[src/hdl/mcbe_pkg.sv]
// Package for the mapping cache with batch eviction.
// Holds operation and result-kind codes and the command and result structs.
// No dependencies.
package mcbe_pkg;

   typedef enum logic [1:0] {
      OP_TRANSLATE = 2'd0,
      OP_MAP       = 2'd1,
      OP_FILL      = 2'd2,
      OP_SET_DIR   = 2'd3
   } op_type;

   typedef enum logic [2:0] {
      KIND_TRANSLATED = 3'd0,
      KIND_FETCH      = 3'd1,
      KIND_WRITEBACK  = 3'd2,
      KIND_NOT_MAPPED = 3'd3,
      KIND_RANGE      = 3'd4,
      KIND_DONE       = 3'd5,
      KIND_PROTOCOL   = 3'd6
   } kind_type;

   localparam logic [31:0] ALL_ONES = 32'hFFFF_FFFF;

   localparam int TPAGE_SHIFT       = 9;
   localparam int ENTRIES_PER_TPAGE = 1 << TPAGE_SHIFT;

   typedef struct packed {
      op_type      op;
      logic [15:0] lpa;
      logic [31:0] ppa;
      logic [6:0]  dir_slot;
   } cmd_type;

   typedef struct packed {
      kind_type    kind;
      logic [15:0] lpa;
      logic [31:0] ppa;
      logic [31:0] tpage_addr;
      logic [6:0]  tpage_index;
      logic [10:0] byte_offset;
      logic        last;
   } rsp_type;

endpackage

[src/hdl/mcbe_cmd_fifo.sv]
// Short command queue between the request front end and the cache engine.
// Depends on mcbe_pkg for the command struct.
module mcbe_cmd_fifo (
   input  logic             clock,
   input  logic             reset,
   input  logic             in_valid,
   output logic             in_ready,
   input  mcbe_pkg::cmd_type in_cmd,
   output logic             out_valid,
   input  logic             out_ready,
   output mcbe_pkg::cmd_type out_cmd
);

   mcbe_pkg::cmd_type buf_ff [2];
   logic [1:0] count_ff, count_in;
   logic       wr_ptr_ff, wr_ptr_in, rd_ptr_ff, rd_ptr_in;
   logic       push, pop;

   assign in_ready  = (count_ff != 2'd2);
   assign out_valid = (count_ff != 2'd0);
   assign out_cmd   = buf_ff[rd_ptr_ff];
   assign push      = in_valid && in_ready;
   assign pop       = out_valid && out_ready;

   always_comb begin
      count_in  = count_ff + {1'b0, push} - {1'b0, pop};
      wr_ptr_in = wr_ptr_ff ^ push;
      rd_ptr_in = rd_ptr_ff ^ pop;
   end

   always_ff @(posedge clock) begin
      if (reset) begin
         count_ff  <= 2'd0;
         wr_ptr_ff <= 1'b0;
         rd_ptr_ff <= 1'b0;
      end else begin
         count_ff  <= count_in;
         wr_ptr_ff <= wr_ptr_in;
         rd_ptr_ff <= rd_ptr_in;
      end
      if (push) begin
         buf_ff[wr_ptr_ff] <= in_cmd;
      end
   end

endmodule

[config.mk]
export PLATFORM = sky130hd
export DESIGN_NAME = mcbe_cmd_fifo
export DESIGN_NICKNAME = d
export VERILOG_FILES = /design/src/hdl/mcbe_pkg.sv /design/src/hdl/mcbe_cmd_fifo.sv
export SDC_FILE = /design/constraint.sdc
export NUM_CORES = 1
export LEC_CHECK = 0
export ABC_CLOCK_PERIOD_IN_PS = 3070
export BUFFER_PORTS_ARGS = -buffer_cell sky130_fd_sc_hd__buf_2
export CORE_MARGIN = 1
export CORE_UTILIZATION = 54
export CTS_BUF_LIST = sky130_fd_sc_hd__clkbuf_4 sky130_fd_sc_hd__clkbuf_8
export DETAILED_ROUTE_END_ITERATION = 8
export GPL_ROUTABILITY_DRIVEN = 0
export PLACE_DENSITY = 0.82
export SYNTH_ARGS = -nofsm -noshare
export SYNTH_HDL_FRONTEND = slang
export SYNTH_SLANG_ARGS = --single-unit
[constraint.sdc]
create_clock -name clock -period 3.07 [get_ports clock]
set_clock_uncertainty 0.15 [all_clocks]
set_input_delay 0.1535 -clock clock [delete_from_list [all_inputs] [get_ports clock]]
set_output_delay 0.1535 -clock clock [all_outputs]
set_load 0.01 [all_outputs]
**Word-level counts from Yosys, hierarchy flattened**

Memory sizes are Yosys's and may differ from the RTL's. A register that Yosys moved wholly into a read port is not among the register bits.
Index checks and enable logic that the tools add are counted.

- Add/sub/neg operators: 2
- Equal/unequal tests: 1
- Reductions and logical operators: 3
- Bitwise gates (word level): 2
- Multiplexer cells: 3

Operators with widths:

| operator | count |
|---|---|
| $mux 1 | 3 |
| $add 2x1->2 | 1 |
| $logic_and 1x1->1 | 2 |
| $ne 2x2->1 const B | 1 |
| $reduce_bool 2->1 | 1 |
| $sub 2x1->2 | 1 |
| $xor 1x1->1 | 2 |

- Memories: 1
- Word-level logic and storage cells: 15
- Output and inout bits: 59
- Memory bits (writable): 114
- Register bits: 4

Memories:

| name | words | width | read ports | clocked after memory_dff | wr ports | RTL line | source |
|---|---|---|---|---|---|---|---|
| buf_ff | 2 | 57 | 1 | 1 | 1 | mcbe_cmd_fifo.sv:14 | `mcbe_pkg::cmd_type buf_ff [2];` |

**Logic depth before layout (Yosys ltp)**

- Word-level depth: 4
- Gate-level depth with buffers: 6

**Worst setup path after synthesis**

Ideal clock, no wire load.

- Path kind: reg-to-reg
- From: register count_ff[0]
- To: memory buf_ff[0][0] (netlist name) (enable)
- Period minus slack after synthesis: 2.701 ns
- Slack: 0.369 ns
- Data required time: 2.499 ns
- Arrival time: 2.130 ns
- Cell stages (with the launch flop): 4
- Cells stage by stage: dfxtp_1 > nand2b_1 > and2_1 > ha_1

- Longest elaborated chain between the ends: 4

RTL lines:

| item | RTL line | source |
|---|---|---|
| start: declaration | mcbe_cmd_fifo.sv:15 | `logic [1:0] count_ff, count_in;` |
| start signal: assignment | mcbe_cmd_fifo.sv:37 | `count_ff <= count_in;` |
| $ne 2x2->1 | mcbe_cmd_fifo.sv:19 | `assign in_ready = (count_ff != 2'd2);` |
| via in_ready | mcbe_cmd_fifo.sv:7 | `output logic in_ready,` |
| $logic_and 1x1->1 | mcbe_cmd_fifo.sv:22 | `assign push = in_valid && in_ready;` |
| $mux 1 | mcbe_cmd_fifo.sv:41 | `if (push) begin` |
| $mux 1 (not written as such) | mcbe_cmd_fifo.sv:42 | `buf_ff[wr_ptr_ff] <= in_cmd;` |
| end: declaration | mcbe_cmd_fifo.sv:14 |  |

The timed path passes the listed nets, and every way through them passes these cells.

==> impl_metrics.env <==
export IMPL_status="finished, final reports clean"
export IMPL_grt_pass1_vias=2712
export IMPL_hold_violations=0
export IMPL_yosysSeqAreaShare=0.806
export IMPL_cpPeakStageDelay_ps=390
export IMPL_power_frac_seq=0.448
export IMPL_hold_class="in2reg"
export IMPL_drv_slew=0
export IMPL_antenna_left=0
export IMPL_htree_levels=4
export IMPL_cts_clk_slew_worst_paths_ps=60
export IMPL_port_buffers=119
export IMPL_worstPathRequired_ps=2770
export IMPL_drive_gt1_frac=0.518
export IMPL_die_h_um=91.7
export IMPL_cts_buffers=17
export IMPL_n_fill_cell=445
export IMPL_rsz0062_at_grt="no"
export IMPL_chipWidth_um=91.7
export IMPL_cts_tree="done"
export IMPL_fin_ws_ps=1160
export IMPL_ys_seq_elements=118
export IMPL_antenna_found_initial=0
export IMPL_diodes=0
export IMPL_setup_worst_path_end_class="output port"
export IMPL_synthTopCellsByArea="edfxtp_1 (79%), mux2_2 (15%), dfxtp_1 (1.8%)"
export IMPL_synthCells=204
export IMPL_worst_pin_slew_ps=324
export IMPL_grt_util_all_layers=0.206
export IMPL_cp_buffers_inverters=2
export IMPL_drtIter0Drc=157
export IMPL_finalSetupViolations=0
export IMPL_whs_ps=93.2
export IMPL_placed_area_um2=5090
export IMPL_num_vias=2519
export IMPL_worst_ep_arrival_time_ps=1600
export IMPL_holdPathStages=4
export IMPL_synth_fp_nets=267
export IMPL_fmax_mhz=525
export IMPL_cp_slowest_cell="mux2_2"
export IMPL_post_cts_resized=0
export IMPL_syn_to_final_growth_pct=41.0
export IMPL_synth_distinct_cells=22
export IMPL_dpl_hpwl_um=4260
export IMPL_start_util=0.559
export IMPL_viasPerCell=4.91
export IMPL_critPathKind="reg2out"
export IMPL_switchingPower_uw=1130
export IMPL_crit_chain="buf_12 -> mux2_2 -> buf_2"
export IMPL_final_cell_mix="buf_2 (119), edfxtp_1 (114), dlygate4sd3_1 (59)"
export IMPL_yosys_area_top_type="edfxtp_1"
export IMPL_critPathLaunchType="flip-flop"
export IMPL_reg2reg_to="count_ff[1]$_SDFF_PP0_"
export IMPL_drc=0
export IMPL_grt_max_degree=59
export IMPL_postCtsHoldBufs=59
export IMPL_final_common_cell="buf_2"
export IMPL_final_cell_area_um2=6120
export IMPL_regArea_um2=3500
export IMPL_overflow=0
export IMPL_multi_input_area_um2=796
export IMPL_grt_pass1_wl_um=12600
export IMPL_syn_avg_cell_area_um2=21.3
export IMPL_relSlewSlack=0.784
export IMPL_postLayoutCoreUtil=0.788
export IMPL_p_per_area_nw_per_um2=747
export IMPL_cts_buffer_depth=2
export IMPL_hold_end="wr_ptr_ff$_SDFF_PP0_"
export IMPL_crit_family="buffers and inverters"
export IMPL_internal_power_uw=3440
export IMPL_reg2reg_slack_ps=1340
export IMPL_ir_worst_vdd_v=0.000507
export IMPL_swShare=0.247
export IMPL_clock_sinks=118
export IMPL_pwr_share_comb=0.212
export IMPL_finalNetCount=461
export IMPL_finalCritPeriodShare=0.621
export IMPL_crit_path_max_fanout=58
export IMPL_ioPinCount=120
export IMPL_fin_tns_setup_ps=0
export IMPL_drt_pass1_iterations=4
export IMPL_rows=32
export IMPL_leakagePower_uw=0.00234
export IMPL_post_cts_buffers=0
export IMPL_die_area_um2=8410
export IMPL_routed_wirelength_um=8150
export IMPL_clkPwrFrac=0.341
export IMPL_routedWlPerCell_um=15.9
export IMPL_reg2regPathDepth=6
export IMPL_r2r_start="count_ff[1]$_SDFF_PP0_"
export IMPL_core_um2=7770
export IMPL_cts_root_buf="clkbuf_8"
export IMPL_max_cap_violations=0
export IMPL_hold_start="in_valid"
export IMPL_place_worst_setup_slack_ps=1350
export IMPL_synth_top_area_share=0.788
export IMPL_clk_latency_ps=410
export IMPL_fin_crit_ps=1910
export IMPL_yosys_warnings=0
export IMPL_syn_area_um2=4340
## logic make-up after synthesis
group,synth area share
xor+xnor,0.00202
compound gates,0.00835
mux,0.150
buf+inv,0.0112
flops,0.806
fa+ha+maj,0.00576
simple gates,0.0158
## worst register-to-register path, stage by stage, from the launching register on
cell and delay (ps):
dfxtp_1 430, nor2b_1 70, a211oi_1 250, nor2_1 80, ha_1 190, and2b_1 160, mux2_1 280
## power by group through the flow
stage | sequential (µW) | combinational, µW | clock, µW
6_report | 2050 | 969 | 1560
3_5_place_dp | 2080 | 908 | 0
5_1_grt | 2060 | 1050 | 1650
4_1_cts | 2050 | 973 | 1580
2_1_floorplan | 2070 | 579 | 0
3_3_place_gp | 2070 | 899 | 0
## layer usage
metal  wire [µm]  track usage  vias to the layer above
met1        3230        0.225                     1205
li1            -            -                     1200
met2        4240        0.361                       95
met5           0            0                        -
met3         483       0.0614                       19
met4         203        0.112                        0
## state kept, by name (all words and copies together), names as in the netlist
name,cells
buf_ff,114
count_ff,2
rd_ptr_ff,1
wr_ptr_ff,1
## how the worst max path moves through the flow
stage	startpoint	to	slack, ps	cells after the start
3_5_place_dp	count_ff[0]$_SDFF_PP0_	buf_ff[0][29]$_DFFE_PP_	1350	4
5_1_grt	rd_ptr_ff$_SDFF_PP0_	out_cmd[36]	1100	3
4_1_cts	rd_ptr_ff$_SDFF_PP0_	out_cmd[6]	1150	3
6_report	rd_ptr_ff$_SDFF_PP0_	out_cmd[28]	1160	3
2_1_floorplan	count_ff[0]$_SDFF_PP0_	buf_ff[0][0]$_DFFE_PP_	370	3
3_3_place_gp	count_ff[0]$_SDFF_PP0_	buf_ff[0][30]$_DFFE_PP_	1400	4
## layout make-up
type,count,area share
clock buffers,18,0.0394
flip-flops and latches,118,0.572
clock inverters,14,0.0335
multi-input cells,79,0.130
inverters,1,0.000613
repair buffers,181,0.203
well taps,102,0.0208
## synth_stat cells, drive strengths merged
library cell and n:
nand3 1, mux2 58, and2 1, nor2b 2, edfxtp 114, nand2b 1
o21ai 2, xor2 1, a21bo 1, a32oi 1, a211oi 1, nor2 5
inv 1, buf 6, and3 1, ha 2, and2b 1, or2 1
dfxtp 4
## stage by stage
step	total power, µW	instances
after global placement	2960	422
after global routing	4760	513
after floorplan	2650	204
after CTS	4600	513
after detailed placement	2990	422
final	4580	513
No activity file was read; power rests on OpenSTA's default activity.
